--- config.mk ---
export PLATFORM = sky130hd
export DESIGN_NAME = lca_mul
export DESIGN_NICKNAME = d
export VERILOG_FILES = /design/src/rtl/lca_pkg.sv /design/src/rtl/lca_mul.sv
export SDC_FILE = /design/constraint.sdc
export NUM_CORES = 1
export LEC_CHECK = 0
export BUFFER_PORTS_ARGS = -buffer_cell sky130_fd_sc_hd__buf_2
export CORE_MARGIN = 2
export CORE_UTILIZATION = 53
export CTS_CLUSTER_DIAMETER = 100
export DETAILED_ROUTE_END_ITERATION = 10
export GPL_ROUTABILITY_DRIVEN = 0
export PLACE_DENSITY = 0.84
export SKIP_LAST_GASP = 1
export SYNTH_ARGS = -nofsm -noshare
export SYNTH_HDL_FRONTEND = slang
export SYNTH_SLANG_ARGS = --single-unit
--- constraint.sdc ---
create_clock -name aclk -period 5.8 [get_ports aclk]
set_input_delay 0.29 -clock aclk [delete_from_list [all_inputs] [get_ports aclk]]
set_output_delay 0.29 -clock aclk [all_outputs]
set_load 0.005 [all_outputs]
--- src/rtl/lca_pkg.sv ---
// Shared types and constants for the line closest-approach unit.
`timescale 1ns / 1ps

package lca_pkg;

    // Width of one multiplier digit; each multiplier stage takes one digit.
    localparam int MUL_DIGIT = 16;

    // Case flags that travel down the pipeline with each word.
    typedef struct packed {
        logic par;
        logic deg;
    } lca_flags_t;

endpackage

--- src/rtl/lca_mul.sv ---
// Pipelined multi-lane signed multiplier, one digit of the second operand per stage.
`timescale 1ns / 1ps

module lca_mul
    import lca_pkg::*;
#(
    parameter int NL = 1,
    parameter int AW = 8,
    parameter int BW = 8,
    parameter int SW = 1
) (
    input  logic                    aclk,
    input  logic                    aresetn,
    input  logic                    en,
    input  logic                    in_valid,
    input  logic [SW-1:0]           in_side,
    input  logic signed [AW-1:0]    a [NL],
    input  logic signed [BW-1:0]    b [NL],
    output logic                    out_valid,
    output logic [SW-1:0]           out_side,
    output logic signed [AW+BW-1:0] p [NL]
);

    localparam int DG  = MUL_DIGIT;
    localparam int ND  = (BW + DG - 1) / DG;
    localparam int BXW = ND * DG;
    localparam int PW  = AW + BW;
    localparam int EW  = AW + BXW + 1;

    logic signed [EW-1:0] acc_reg [ND][NL];
    logic signed [AW-1:0] a_reg [ND][NL];
    logic [BXW-1:0]       b_reg [ND][NL];
    logic [SW-1:0]        side_reg [ND];
    logic                 vld_reg [ND];

    for (genvar k = 0; k < ND; k++) begin : g_stage
        logic          vld_in;
        logic [SW-1:0] side_in;

        if (k == 0) begin : g_ctl_first
            assign vld_in  = in_valid;
            assign side_in = in_side;
        end else begin : g_ctl_next
            assign vld_in  = vld_reg[k-1];
            assign side_in = side_reg[k-1];
        end

        // Valid bit travels with the partial products.
        always_ff @(posedge aclk) begin
            if (!aresetn) begin
                vld_reg[k] <= 1'b0;
            end else if (en) begin
                vld_reg[k] <= vld_in;
            end
        end

        always_ff @(posedge aclk) begin
            if (en) begin
                side_reg[k] <= side_in;
            end
        end

        for (genvar l = 0; l < NL; l++) begin : g_lane
            logic signed [AW-1:0] a_in;
            logic [BXW-1:0]       b_in;
            logic signed [EW-1:0] acc_in;
            logic signed [DG:0]   dig;
            logic signed [AW+DG:0] pp;
            logic signed [EW-1:0] acc_next;

            if (k == 0) begin : g_src_first
                assign a_in   = a[l];
                assign b_in   = BXW'(b[l]);
                assign acc_in = '0;
            end else begin : g_src_next
                assign a_in   = a_reg[k-1][l];
                assign b_in   = b_reg[k-1][l];
                assign acc_in = acc_reg[k-1][l];
            end

            // The top digit carries the sign; lower digits are unsigned.
            if (k == ND - 1) begin : g_dig_top
                assign dig = $signed({b_in[BXW-1], b_in[k*DG +: DG]});
            end else begin : g_dig_low
                assign dig = $signed({1'b0, b_in[k*DG +: DG]});
            end

            assign pp       = a_in * dig;
            assign acc_next = acc_in + (EW'(pp) <<< (k * DG));

            always_ff @(posedge aclk) begin
                if (en) begin
                    acc_reg[k][l] <= acc_next;
                end
            end

            if (k < ND - 1) begin : g_carry
                always_ff @(posedge aclk) begin
                    if (en) begin
                        a_reg[k][l] <= a_in;
                        b_reg[k][l] <= b_in;
                    end
                end
            end

            if (k == ND - 1) begin : g_out
                assign p[l] = acc_reg[k][l][PW-1:0];
            end
        end
    end

    assign out_valid = vld_reg[ND-1];
    assign out_side  = side_reg[ND-1];

endmodule

==> results of run 1 <==
-- stage by stage --
stage,utilization (%),hold slack (ns),area (um2),instances
floorplan,-,0.3889,3097,308
global placement,60.38,0.4713,3366,417
detailed placement,60.38,0.4715,3366,417
CTS,61.19,0.2167,3411,421
global route,61.19,0.2103,3411,421
finish,61.19,0.2141,3411,421
-- worst max-delay path, cell delays in order --
cell	delay, ns
buf_2	0.15
nand2_1	0.14
fa_1	0.75
inv_1	0.09
fa_1	0.48
inv_1	0.05
fa_1	0.51
fa_1	0.55
inv_1	0.04
ha_1	0.30
inv_1	0.10
and3_2	0.20
a2111oi_0	0.46
o211ai_1	0.15
-- power by group through the flow --
| stage | sequential (uW) | combinational, uW | clock [uW] |
|---|---|---|---|
| global placement | 258 | 1030 | 0 |
| global route | 261 | 1250 | 94.8 |
| floorplan | 266 | 836 | 0 |
| CTS | 257 | 1080 | 88.7 |
| finish | 255 | 1070 | 88.1 |
| detailed placement | 259 | 1080 | 0 |
-- per-layer routing --
| metal | vias up | share of wire [%] |
|---|---|---|
| li1 | 1034 | - |
| met1 | 1105 | 40 |
| met2 | 29 | 56 |
| met3 | 12 | 2.1 |
| met4 | 0 | 1.7 |
| met5 | - | 0 |
-- cells in the mapped netlist, drive strengths merged --
cell     instances
inv             76
fa              55
and2            43
ha              29
edfxtp          18
nand2           18
xnor2           11
a21oi            7
nor2             7
nor2b            7
nand3            5
o21a             4
a21o             3
nand2b           3
o21ai            3
and3             2
nand4            2
o22ai            2
a2111oi          1
a211o            1
a211oi           1
a21boi           1
buf              1
mux2             1
nor3             1
nor4             1
o211ai           1
o31ai            1
or4              1
or4b             1
xor2             1
-- cells in the final DEF (no fill, tap or decap), drive strengths merged --
cell type / synthesis / layout
nor3: 1 / 1
nand2: 18 / 18
fa: 55 / 55
xor2: 1 / 1
clkbuf: 0 / 3
or4: 1 / 1
a21boi: 1 / 1
inv: 76 / 76
nand4: 2 / 2
o22ai: 2 / 2
o211ai: 1 / 1
nand2b: 3 / 3
nor2b: 7 / 7
nor4: 1 / 1
a2111oi: 1 / 1
a211oi: 1 / 1
and3: 2 / 2
buf: 1 / 38
ha: 29 / 29
a211o: 1 / 1
o21a: 4 / 4
xnor2: 11 / 11
edfxtp: 18 / 18
mux2: 1 / 1
nor2: 7 / 7
and2: 43 / 43
nand3: 5 / 5
a21oi: 7 / 7
a21o: 3 / 3
o31ai: 1 / 1
clkinv: 0 / 1
o21ai: 3 / 3
or4b: 1 / 1
-- kinds of logic after synthesis --
group,after synthesis,share of synthesized area (%)
fa+ha+maj,84,47.27
xor+xnor,12,3.394
compound gates,25,5.495
simple gates,91,16.44
flops,18,17.45
mux,1,0.3636
buf+inv,77,9.576
-- final cells by class --
class | count | area share, %
clock buffer | 3 | 1.211
clock inverter | 1 | 0.1101
inverter | 76 | 8.364
multi-input combinational | 213 | 66.25
sequential | 18 | 15.85
tap | 72 | 2.641
timing repair buffer | 38 | 5.576
-- path summary, 6_finish.rpt --
path / startpoint / to / depth (start not counted)
setup / recovery: b[2] / acc_reg[0][14] / 14
hold / removal: in_side / side_reg[0] / 1
==> impl_metrics.toml, run 1 <==
[outcome]
run_status = "finished clean"

[finish]
final_nets = 455
multi_input_comb_area_um2 = 2260
syn2layout_area_growth_pct = 10.14
drive_gt1_share_pct = 13.18
final-seq-area_um2 = 540.5
largest_reg_flops = 16
fillers = 477
diodes = 0

[pwr]
pwr-share-comb_pct = 75.8
p_leak_uw = 0.001703
p_total_uw = 1418
vdd_ir_drop_max_v = 0.0003228
switching_share_pct = 45.88
p_clk_share_pct = 6.2
intPower_uw = 767.5
power_frac_seq_pct = 18.0
p_per_area_nw_per_um2 = 415.7
switchingPower_uw = 650.5

[place]
place_hpwl_um = 4899
io_buffers = 38
dp_slack_ns = 1.206

[clock_network]
cts_num_sinks = 18
ctsHoldBuffers = 0
postCtsSetupBuffers = 0
cts_resized = 0
clk_pin_slew_ns = 0.07
ctsLongestPathBuffers = 2
cts_made_buffers = 3
cts_root_buf = "clkbuf_8"
cts_tree = "done"
htreeDepth = 1

[global_routing]
use_met2_pct = 40.92
use_met1_pct = 23.76
first_global_vias = 2429
top_usage_layer = "met2"
grt_overflow_total = 0
use_met3_pct = 2.360
grt_start_max_net_pins = 20
antenna_found_initial = 0
grt_pass1_wl_um = 10380
grtUsageTotal_pct = 20.74

[timing]
tightestPinTransition_ns = 0.4961
finalHoldViolations = 0
period_minus_slack_ns = 4.332
final.setup.tns_ns = 0
relSlewSlack_pct = 66.07
timing.final.max_slew_violations = 0
post-route-period-util_pct = 74.68
setup_violations = 0
fin_ws_ns = 1.468
grt_setup_unrepaired = "no"
max_freq_mhz = 230.9

[drt]
drc = 0
drtPass1Iterations = 4
first_iter_violations = 66
antenna_left = 0
wl_per_cell_um = 13.35
via_per_inst = 5.178
vias = 2180
drt-total-wl_um = 5619

[floorplan]
die-area_um2 = 6471
rows = 27
coreArea_um2 = 5574
die_y_um = 80.44
io_pins = 39
initial_utilization_pct = 55.56
die_w_um = 80.44

[min_path]
holdCritPathClass = "in2reg"

[logic_synthesis]
netlist_top_cells_area = "fa_1 36%, edfxtp_1 17%, ha_1 12%"
synth_cell_types = 34
ys_ff_latch = 18
yosysTopAreaCell = "fa_1"
syn_nets = 413
syn_area_um2 = 3097
syn-instance-count = 308
syn_area_per_cell_um2 = 10.05
ys_seq_area_share_pct = 17.45
yosys.area.top_type_share_pct = 35.56
synth_warnings = 0

[critical_path]
worstPathRequired_ns = 5.78
startpoint_type = "input pin"
path_class = "in2reg"
end_kind = "register"
cp_max_fo = 8
cp.arrival_ns = 4.31

[flow_run]
max_cap_viol_count = 0
(Power assumes the default switching activity.)
==> run 2, diff against run 1 <==
==> constraint.sdc (replaced) <==
create_clock -name aclk -period 4 [get_ports aclk]
set_input_delay 0.2 -clock aclk [delete_from_list [all_inputs] [get_ports aclk]]
set_output_delay 0.2 -clock aclk [all_outputs]
set_load 0.005 [all_outputs]
==> impl_metrics.toml, run 2 (synthesis results as in run 1) <==
[outcome]
run_status = "finished clean"

[place]
placed_cells_incl_taps = 461
place_hpwl_um = 5285
io_buffers = 38
dp_slack_ns = -0.2661

[pwr]
p_per_area_nw_per_um2 = 661.9
vdd_ir_drop_max_v = 0.0005848
p_leak_uw = 0.001942

[floorplan]
initial_utilization_pct = 55.56
rows = 27
io_pins = 39
die-area_um2 = 6471
die_w_um = 80.44
coreArea_um2 = 5574
die_y_um = 80.44

[critical_path]
end_kind = "register"
crit_path_end = "acc_reg[0][14]"
worstPathRequired_ns = 4.09
cp_max_fo = 6
critPathLaunch = "a[4]"
startpoint_type = "input pin"
path_class = "in2reg"
cp.arrival_ns = 4.07

[clock_network]
cts_root_buf = "clkbuf_8"
cts_num_sinks = 18
cts_tree = "done"
htreeDepth = 1
clk_pin_slew_ns = 0.06
ctsHoldBuffers = 0
ctsLongestPathBuffers = 2
cts_made_buffers = 3

[flow_run]
max_cap_viol_count = 0

[drt]
first_iter_violations = 51
via_per_inst = 4.981
drtPass1Iterations = 4
vias = 2321
antenna_left = 0
drc = 0
drt-total-wl_um = 5979
wl_per_cell_um = 12.83

[timing]
setup_violations = 0
finalHoldViolations = 0
final.setup.tns_ns = 0
relSlewSlack_pct = 73.06
post-route-period-util_pct = 99.37
timing.final.max_slew_violations = 0
period_minus_slack_ns = 3.975
fin_ws_ns = 0.02505
max_freq_mhz = 251.6
tightestPinTransition_ns = 0.4041
grt_setup_unrepaired = "yes"

[global_routing]
grt_overflow_total = 0
first_global_vias = 2637
antenna_found_initial = 0
grtUsageTotal_pct = 21.28
grt_pass1_wl_um = 10790
grt_start_max_net_pins = 20

[finish]
mostFrequentLayoutCell = "inv_1"
final_cells = 466
diodes = 0
drive_gt1_share_pct = 28.93
final_cell_mix = "71 x inv_1, 54 x fa_1, 46 x buf_4"
final_nets = 500
largest_reg_flops = 16
syn2layout_area_growth_pct = 25.50

[min_path]
holdCritPathClass = "in2reg"
run 2: cell count changes in the layout (fill, tap and decap cells not counted), moves of 3 or more:
cell     change
buf_4       +46
buf_2        -7
inv_1        -5
inv_2        +5
and2_1       -4
and2_4       +4
buf_6        +3
ha_1         -3
ha_4         +3
nor2b_1      -3
run 2: worst max-delay path: stages:
cell	delay, ns
buf_6	0.11
and2_4	0.15
fa_1	0.51
fa_1	0.53
fa_1	0.56
inv_2	0.04
fa_1	0.51
inv_2	0.04
ha_4	0.15
buf_6	0.11
o21a_1	0.16
o21a_2	0.22
o22ai_4	0.18
or4b_4	0.48
o211ai_1	0.10
run 2: final cells by class:
class | instances | area (um2)
clock buffers | 3 | 41.29
clock inverters | 1 | 3.754
well taps | 72 | 90.09
multi-input cells | 213 | 2356
repair buffers | 83 | 569.3
flip-flops and latches | 18 | 540.5
inverters | 76 | 285.3
fillers | 432 | 1688
run 2: metal layers:
metal | global-route usage (%) | up-vias | share of wire (%)
li1 | - | 1122 | -
met1 | 24.28 | 1164 | 40
met2 | 42.17 | 27 | 57
met3 | 2.022 | 8 | 2.1
met4 | 4.915 | 0 | 1.3
met5 | 0 | - | 0
run 2: timing repair:
action	in CTS	in global routing
resized for setup	4	32
setup buffers	0	1
pin swaps	5	17
setup endpoints to repair	1	5
endpoints found under the hold margin	0	0
run 2: power by group:
part	switching, uW	internal, uW
Sequential	17.0	355
Combinational	996	1080
Clock	53.8	67.9
Total	1070	1510
run 2: worst min path at each step:
stage / from / endpoint / slack (ns) / cells past startpoint
after CTS: in_side / side_reg[0] / 0.12 / 1
after global routing: in_side / side_reg[0] / 0.12 / 1
after detailed placement: in_side / side_reg[0] / 0.38 / 1
after global placement: in_side / side_reg[0] / 0.38 / 1
after floorplan: in_side / side_reg[0] / 0.30 / 0
final: in_side / side_reg[0] / 0.13 / 1
run 2: metrics by stage:
| stage | hold slack [ns] | power [uW] | area [um2] | utilization, % |
|---|---|---|---|---|
| final | 0.1284 | 2572 | 3886 | 69.72 |
| after global routing | 0.1177 | 2889 | 3886 | 69.72 |
| after CTS | 0.1234 | 2466 | 3787 | 67.95 |
| after detailed placement | 0.3797 | 2317 | 3731 | 66.94 |
| after global placement | 0.3788 | 2240 | 3731 | 66.94 |
| after floorplan | 0.2989 | 1651 | 3119 | - |
