<file path="src/rtl/lca_div.sv">
// Pipelined multi-lane signed divider with a shared divisor, one quotient bit per stage.
`timescale 1ns / 1ps

module lca_div #(
    parameter int NL = 1,
    parameter int NW = 8,
    parameter int DW = 8,
    parameter int SW = 1
) (
    input  logic                 aclk,
    input  logic                 aresetn,
    input  logic                 en,
    input  logic                 in_valid,
    input  logic [SW-1:0]        in_side,
    input  logic signed [NW-1:0] num [NL],
    input  logic signed [DW-1:0] den,
    output logic                 out_valid,
    output logic [SW-1:0]        out_side,
    output logic signed [NW:0]   quo [NL]
);

    // Stage 0 takes magnitudes, stages 1..NW each resolve one bit,
    // stage NW+1 restores the sign.
    logic [NW-1:0]   num_reg [NW+1][NL];
    logic            neg_reg [NW+1][NL];
    logic [DW-1:0]   rem_reg [1:NW][NL];
    logic [DW-1:0]   den_reg [NW];
    logic signed [NW:0] quo_reg [NL];
    logic [SW-1:0]   side_reg [NW+2];
    logic            vld_reg [NW+2];

    // Valid bits and side words along all stages.
    for (genvar s = 0; s < NW + 2; s++) begin : g_ctl
        logic          vld_in;
        logic [SW-1:0] side_in;

        if (s == 0) begin : g_first
            assign vld_in  = in_valid;
            assign side_in = in_side;
        end else begin : g_next
            assign vld_in  = vld_reg[s-1];
            assign side_in = side_reg[s-1];
        end

        always_ff @(posedge aclk) begin
            if (!aresetn) begin
                vld_reg[s] <= 1'b0;
            end else if (en) begin
                vld_reg[s] <= vld_in;
            end
        end

        always_ff @(posedge aclk) begin
            if (en) begin
                side_reg[s] <= side_in;
            end
        end
    end

    // Magnitudes and quotient sign.
    always_ff @(posedge aclk) begin
        if (en) begin
            den_reg[0] <= den[DW-1] ? DW'(-den) : DW'(den);
            for (int l = 0; l < NL; l++) begin
                num_reg[0][l] <= num[l][NW-1] ? NW'(-num[l]) : NW'(num[l]);
                neg_reg[0][l] <= num[l][NW-1] ^ den[DW-1];
            end
        end
    end

    // Restoring division: shift one numerator bit into the remainder per stage.
    for (genvar k = 1; k <= NW; k++) begin : g_step
        for (genvar l = 0; l < NL; l++) begin : g_lane
            logic [DW-1:0] rem_in;
            logic [DW:0]   r;
            logic          ge;
            logic [DW-1:0] rem_next;

            if (k == 1) begin : g_rem_first
                assign rem_in = '0;
            end else begin : g_rem_next
                assign rem_in = rem_reg[k-1][l];
            end

            assign r        = {rem_in, num_reg[k-1][l][NW-1]};
            assign ge       = (r >= {1'b0, den_reg[k-1]});
            assign rem_next = ge ? DW'(r - {1'b0, den_reg[k-1]}) : r[DW-1:0];

            always_ff @(posedge aclk) begin
                if (en) begin
                    rem_reg[k][l] <= rem_next;
                    num_reg[k][l] <= {num_reg[k-1][l][NW-2:0], ge};
                    neg_reg[k][l] <= neg_reg[k-1][l];
                end
            end
        end

        if (k < NW) begin : g_den
            always_ff @(posedge aclk) begin
                if (en) begin
                    den_reg[k] <= den_reg[k-1];
                end
            end
        end
    end

    // Sign restore; the quotient truncates toward zero.
    always_ff @(posedge aclk) begin
        if (en) begin
            for (int l = 0; l < NL; l++) begin
                quo_reg[l] <= neg_reg[NW][l] ? -$signed((NW+1)'(num_reg[NW][l]))
                                             : $signed((NW+1)'(num_reg[NW][l]));
            end
        end
    end

    assign quo       = quo_reg;
    assign out_valid = vld_reg[NW+1];
    assign out_side  = side_reg[NW+1];

endmodule
</file>
<file path="config.mk">
export PLATFORM = sky130hd
export DESIGN_NAME = lca_div
export DESIGN_NICKNAME = d
export VERILOG_FILES = /design/src/rtl/lca_div.sv
export SDC_FILE = /design/constraint.sdc
export NUM_CORES = 1
export LEC_CHECK = 0
export ABC_AREA = 1
export BUFFER_PORTS_ARGS = -buffer_cell sky130_fd_sc_hd__buf_2
export CORE_UTILIZATION = 42
export DETAILED_ROUTE_END_ITERATION = 10
export GPL_TIMING_DRIVEN = 0
export SLEW_MARGIN = 40
export SYNTH_ARGS = -nofsm -noshare
export SYNTH_HDL_FRONTEND = slang
export SYNTH_SLANG_ARGS = --single-unit
</file>
<file path="constraint.sdc">
create_clock -name aclk -period 1.77 [get_ports aclk]
set_clock_uncertainty 0.15 [all_clocks]
set_input_delay 0 -clock aclk [delete_from_list [all_inputs] [get_ports aclk]]
set_output_delay 0 -clock aclk [all_outputs]
set_load 0.01 [all_outputs]
</file>
==> results.py, run 1 <==
metrics = {
    "placed_design": {
        "gp_congestion": 0.859,
        "hpwl_um": 13200,
        "port_buffers": 31,
    },
    "yosys": {
        "syn-num-nets": 1135,
        "synth_cell_types": 31,
        "async_flop_share_pct": 0,
        "avgSynthCellArea_sq_um": 10.6,
        "synth_seq_cells": 230,
        "ys.flop_type": "edfxtp_1",
        "postSynthCellCount": 1047,
        "yosys_warnings": 0,
        "ys_seq_area_share_pct": 62.0,
        "netlist_area_sq_um": 11100,
        "synth_edf_count": 229,
    },
    "grt": {
        "grt_pass1_wl_um": 35600,
        "grt_max_degree": 75,
        "grt_pass1_vias": 7962,
        "antenna_found_initial": 0,
        "grt_usage_pct": 16.6,
        "grt_remaining_overflow": 0,
    },
    "status": {
        "violations": "negative hold slack, negative setup slack",
        "outcome": "finished, violations left",
    },
    "power_and_ir_drop": {
        "leakage_nw": 6.54,
        "ir_drop_v": 0.000733,
        "powerDensity_nw_per_um2": 1210,
    },
    "sta": {
        "setup_violations": 54,
        "layout_min_cycle_time_ps": 1980,
        "relSlewSlack_pct": 71.1,
        "finalWorstSetupSlack_ps": -207,
        "hold_violations": 76,
        "worst_pin_slew_ps": 432,
        "drv_slew": 0,
        "min_period_over_period_pct": 112,
        "tns_ps": -6010,
        "max_freq_mhz": 506,
        "hold_ws_ps": -378,
        "rsz0062_at_grt": "true",
    },
    "critical_path": {
        "path_cells": "ha_4 -> buf_4 -> nand2_2 -> nor2_2 -> a21oi_4 -> nand2_4 -> nand2_2 -> nand2_2",
        "critPathLaunchType": "flop",
        "crit_fanout": 5,
        "worstSetupPathType": "flop to flop",
        "endpoint_kind": "flop",
        "arrival_ps": 2100,
        "critPathMaxStageDelay_ps": 470,
        "crit_top_cell": "nand2_2",
        "cp_slowest_cell": "edfxtp_1",
        "crit_required_ps": 1900,
    },
    "route": {
        "drtAntennaViolNets": 0,
        "wirelength_um": 23000,
        "drt_iter0_markers": 432,
        "m1WireLength_um": 8080,
        "drc": 0,
        "wl_per_cell_um": 14.3,
        "vias_per_cell": 4.90,
        "top_layer": "met4",
        "vias": 7906,
        "met2_length_um": 13100,
        "dr_wl_met3_um": 712,
        "drt_first_pass_iters": 5,
    },
    "cells_and_area": {
        "nFillCells": 2041,
        "area_growth_pct": 37.8,
        "drive_gt1_share_pct": 36.4,
        "layout.nets": 1348,
        "diodes": 0,
        "largest_reg_flops": 72,
    },
    "die": {
        "initial_core_util_pct": 42.8,
        "core_sq_um": 26000,
        "ioPinCount": 32,
        "num_rows": 59,
        "die_w_um": 165,
        "die_y_um": 165,
        "dieArea_sq_um": 27100,
    },
    "clock_tree": {
        "cts.sinks": 230,
        "cts_buffers": 26,
        "ctsRootBufferMaster": "clkbuf_16",
        "clk-insertion-delay-late_ps": 520,
        "cts_buffer_depth": 3,
        "cts_tree": "done",
        "clk_pin_slew_worst_paths_ps": 60,
        "htree_num_levels": 1,
        "holdBufCountCts": 31,
    },
    "worst_hold_path": {
        "min_path_type": "input port to flop",
    },
    "job": {
        "drv_cap": 0,
    },
}
==> cells by family after synthesis <==
family / count (synthesis) / synth area share, %
AND/OR/NAND/NOR: 480 / 18.5
flip-flops: 230 / 62.0
buffers and inverters: 186 / 6.34
adder cells (fa/ha/maj): 67 / 7.94
AO/OA/AOI/OAI: 47 / 2.29
XOR/XNOR: 37 / 2.91
==> layout make-up <==
class / instances / area (sq um) / area share [%]
repair inverters: 1 / 7.51 / 0.0490
multi-input cells: 643 / 5020 / 32.7
flip-flops and latches: 230 / 6900 / 45.0
plain buffers: 1 / 20.0 / 0.131
clock inverters: 19 / 178 / 1.16
clock buffers: 29 / 683 / 4.46
inverters: 185 / 707 / 4.61
well taps: 335 / 419 / 2.74
repair buffers: 172 / 1400 / 9.11
==> worst paths after layout <==
check | cells past startpoint | end | slack (ps) | startpoint
max | 8 | rem_reg[0][18] | -210 | rem_reg[0][13]
min | 1 | side_reg[0] | -380 | en
max reg2reg | 8 | rem_reg[0][18] | -210 | rem_reg[0][13]
min reg2reg | 0 | num_reg[0][54] | 270 | num_reg[0][45]
==> critical path, delay by kind of cell, from the launching register on <==
| kind | cells | cell delay [ps] |
|---|---|---|
| flip-flops | 1 | 470 |
| AND/OR/NAND/NOR | 5 | 390 |
| adder cells (fa/ha/maj) | 1 | 290 |
| AO/OA/AOI/OAI | 1 | 280 |
| buffers and inverters | 1 | 140 |
==> cell usage after synthesis (3+ instances only) <==
master    count  area share [%]
nand2_1     285             9.6
xor2_1       23             1.8
nor2_1       57             1.9
nand4_1       9            0.51
a21oi_1      25             1.1
nand2_4       4            0.40
edfxtp_1    229              62
inv_1       184             6.2
fa_1          6             1.1
nand2_2       8            0.45
a31oi_1       3            0.17
nor2_2        3            0.17
xnor2_1      14             1.1
o21ai_0      14            0.63
a21oi_2       3            0.24
ha_1         61             6.9
nor3_1       12            0.54
nand3_1      92             4.1
==> where the power goes <==
part           internal, W  leakage, nW  switching (W)  total (W)
Sequential         0.00688         2.27       0.000402    0.00729
Combinational      0.00264         3.84        0.00324    0.00588
Clock              0.00322        0.426        0.00213    0.00534
==> layout by cell type, fill, tap and decap left out, drive strengths merged <==
| master | netlist | routed |
|---|---|---|
| o21ai | 14 | 14 |
| bufinv | 0 | 3 |
| dfxtp | 1 | 1 |
| clkbuf | 0 | 29 |
| clkinv | 0 | 14 |
| buf | 1 | 143 |
| o21bai | 1 | 1 |
| dlygate4sd3 | 0 | 30 |
| nand3 | 92 | 92 |
| clkinvlp | 0 | 2 |
| nand4 | 10 | 11 |
| a21oi | 28 | 28 |
| fa | 6 | 6 |
| o21a | 1 | 1 |
| a31oi | 3 | 3 |
| ha | 61 | 61 |
| nor2 | 60 | 61 |
| and2 | 1 | 1 |
| edfxtp | 229 | 229 |
| xnor2 | 14 | 14 |
| nor3 | 12 | 12 |
| nand3b | 1 | 1 |
| or2 | 4 | 4 |
| nand2 | 298 | 308 |
| xor2 | 23 | 23 |
| nor4 | 2 | 2 |
| inv | 185 | 186 |
==> layer usage <==
| layer | vias up | track usage, % |
|---|---|---|
| li1 | 3922 | - |
| met1 | 3689 | 15.3 |
| met2 | 204 | 34.1 |
| met3 | 91 | 2.51 |
| met4 | 0 | 8.84 |
| met5 | - | 0 |
==> metrics by stage <==
step / util, % / instances / setup slack, ps / total power (W) / area [sq um]
after floorplan: - / 1047 / 2.85 / 0.00992 / 11300
after global placement: 45.6 / 1413 / -3310 / 0.0108 / 11900
after detailed placement: 46.0 / 1416 / -292 / 0.0108 / 11900
after CTS: 55.7 / 1575 / -147 / 0.0176 / 14500
after global routing: 59.0 / 1615 / -231 / 0.0194 / 15300
final: 59.0 / 1615 / -207 / 0.0185 / 15300
==> what timing repair did <==
item,CTS,global route
pin swaps,69,77
setup endpoints to repair,57,64
resized for setup,170,140
buffers inserted,67,40
endpoints found under the hold margin,113,76
gates cloned,13,1
(Power assumes the default switching activity.)
==> run 2, diff against run 1 <==
- MAX_ROUTING_LAYER: unset -> met4
- clock period: 1.77 -> 1.73 ns (I/O delays scaled with it)
==> run 2 against run 1 <==
Compared with the run above:
- the run ends with negative setup slack left
- register-to-register slack got worse by 20 ps
- fmax increased by 1.3%
- via count decreased by 0.58%
- sequential share of layout area increased by 0.30 points
- final cell count decreased by 0.68%
- worst hold slack improved by 400 ps
- clock power decreased by 4%
- final area decreased by 0.67%
- sequential power increased by 2%
- critical path type unchanged
- worst setup slack got worse by 15 ps
- die area unchanged
- highest routed layer unchanged
- utilization decreased by 0.39 points
==> results.py, run 2 (synthesized netlist as in run 1, its figures left out) <==
metrics = {
    "sta": {
        "rsz0062_at_grt": "true",
        "min_period_over_period_pct": 113,
        "setup_violations": 54,
        "layout_min_cycle_time_ps": 1950,
        "worst_pin_slew_ps": 402,
        "drv_slew": 0,
        "relSlewSlack_pct": 73.2,
        "finalWorstSetupSlack_ps": -222,
        "hold_violations": 0,
        "hold_ws_ps": 24.3,
        "max_freq_mhz": 512,
    },
    "critical_path": {
        "reg2reg_depth": 9,
        "cp.depth": 9,
        "path_delay_family": "simple AND/OR/NAND/NOR gates",
        "crit_required_ps": 1870,
        "r2r_end": "rem_reg[0][38]",
        "crit_top_cell": "nand2_2",
        "crit_end": "rem_reg[0][38]",
        "path_cells": "ha_4 -> nand2_2 -> nand2_2 -> nand2_2 -> nand2_4 -> a21oi_4 -> nand2_4 -> nand2_2 -> nand2_1",
        "endpoint_kind": "flop",
        "critPathBufInv": 0,
        "cp_slowest_cell": "edfxtp_1",
        "crit_start": "rem_reg[0][29]",
        "worstSetupPathType": "flop to flop",
        "critPathLaunchType": "flop",
        "arrival_ps": 2100,
        "r2r_slack_ps": -220,
        "r2r_start": "rem_reg[0][29]",
        "critPathMaxStageDelay_ps": 440,
        "crit_fanout": 5,
    },
    "worst_hold_path": {
        "min_path_type": "input port to flop",
    },
    "route": {
        "vias_per_cell": 4.90,
        "drtAntennaViolNets": 0,
        "drt_first_pass_iters": 5,
        "drt_iter0_markers": 353,
        "wl_per_cell_um": 14.4,
        "vias": 7860,
        "wirelength_um": 23100,
        "drc": 0,
    },
    "cells_and_area": {
        "final_common_cell": "edfxtp_1",
        "drive_gt1_share_pct": 35.5,
        "area_growth_pct": 36.8,
        "largest_reg_flops": 72,
        "nFillCells": 2081,
        "final_cells": 1604,
        "mostFrequentLayoutCells": "229 x edfxtp_1, 176 x nand2_1, 151 x inv_1, 95 x nand2_2, 89 x buf_4",
        "diodes": 0,
        "layout.nets": 1338,
        "final_area_sq_um": 15200,
    },
    "job": {
        "drv_cap": 0,
    },
    "grt": {
        "antenna_found_initial": 0,
        "grt_remaining_overflow": 0,
        "grt_max_degree": 81,
        "grt_pass1_wl_um": 36400,
        "grt_usage_pct": 17.4,
        "grt_pass1_vias": 8092,
    },
    "power_and_ir_drop": {
        "ir_drop_v": 0.000804,
        "leakage_nw": 6.48,
        "total_power_w": 0.0186,
        "powerDensity_nw_per_um2": 1220,
    },
    "placed_design": {
        "hpwl_um": 13400,
        "port_buffers": 31,
        "dpl.cell_count": 1416,
        "gp_congestion": 0.929,
        "pre_cts_ws_ps": -283,
        "postPlaceCellArea_sq_um": 12100,
    },
    "clock_tree": {
        "cts_buffer_depth": 3,
        "cts_buffers": 25,
        "clk-insertion-delay-late_ps": 540,
        "cts_tree": "done",
        "cts.sinks": 230,
        "ctsRootBufferMaster": "clkbuf_16",
        "htree_num_levels": 1,
        "clk_pin_slew_worst_paths_ps": 60,
    },
    "status": {
        "violations": "negative setup slack",
        "outcome": "finished, violations left",
    },
    "die": {
        "initial_core_util_pct": 42.8,
        "die_y_um": 165,
        "num_rows": 59,
        "dieArea_sq_um": 27100,
        "die_w_um": 165,
        "ioPinCount": 32,
        "core_sq_um": 26000,
    },
}
==> run 2: metrics by stage <==
step	util, %	TNS [ps]
5_1_grt	58.6	-12320
4_1_cts	55.2	-6440
3_5_place_dp	46.5	-13130
3_3_place_gp	46.2	-597660
2_1_floorplan	-	0
6_report	58.6	-8960
==> run 2: what timing repair did <==
action,4_1_cts,5_1_grt
buffers inserted,62,37
resized for setup,147,147
endpoints found under the hold margin,189,0
setup endpoints to repair,60,62
pin swaps,67,89
hold buffers,28,0
cloned,14,1
==> run 2: cell type report <==
| cell class | instances | area, sq um | area share [%] |
|---|---|---|---|
| flip-flops and latches | 230 | 6900 | 45.3 |
| multi-input cells | 644 | 5040 | 33.1 |
| repair buffers | 162 | 1350 | 8.85 |
| inverters | 185 | 702 | 4.61 |
| clock buffers | 30 | 654 | 4.30 |
| well taps | 335 | 419 | 2.75 |
| clock inverters | 16 | 139 | 0.912 |
| plain buffers | 1 | 11.3 | 0.0740 |
| repair inverters | 1 | 7.51 | 0.0493 |
==> run 2: metal layers <==
metal | global-route usage, % | part of all wire [%] | up-vias
li1 | - | - | 3891
met5 | - | 0 | -
met4 | 9.30 | 5.1 | 0
met1 | 16.1 | 35 | 3710
met2 | 33.9 | 56 | 165
met3 | 2.54 | 3.2 | 94
==> run 2: power breakdown <==
| group | internal (W) | total (W) | switching (W) |
|---|---|---|---|
| sequential | 0.00704 | 0.00744 | 0.000400 |
| combinational | 0.00265 | 0.00596 | 0.00331 |
| clock | 0.00300 | 0.00515 | 0.00215 |
==> run 2: worst min-delay path by stage <==
stage	slack (ps)	cells after the start	end	from
3_3_place_gp	30	1	side_reg[0]	in_side
5_1_grt	10	2	side_reg[0]	in_side
3_5_place_dp	30	1	side_reg[0]	in_side
6_report	20	2	side_reg[0]	in_side
2_1_floorplan	-50	0	den_reg[0][0]	den[0]
4_1_cts	0.03	2	side_reg[0]	in_side
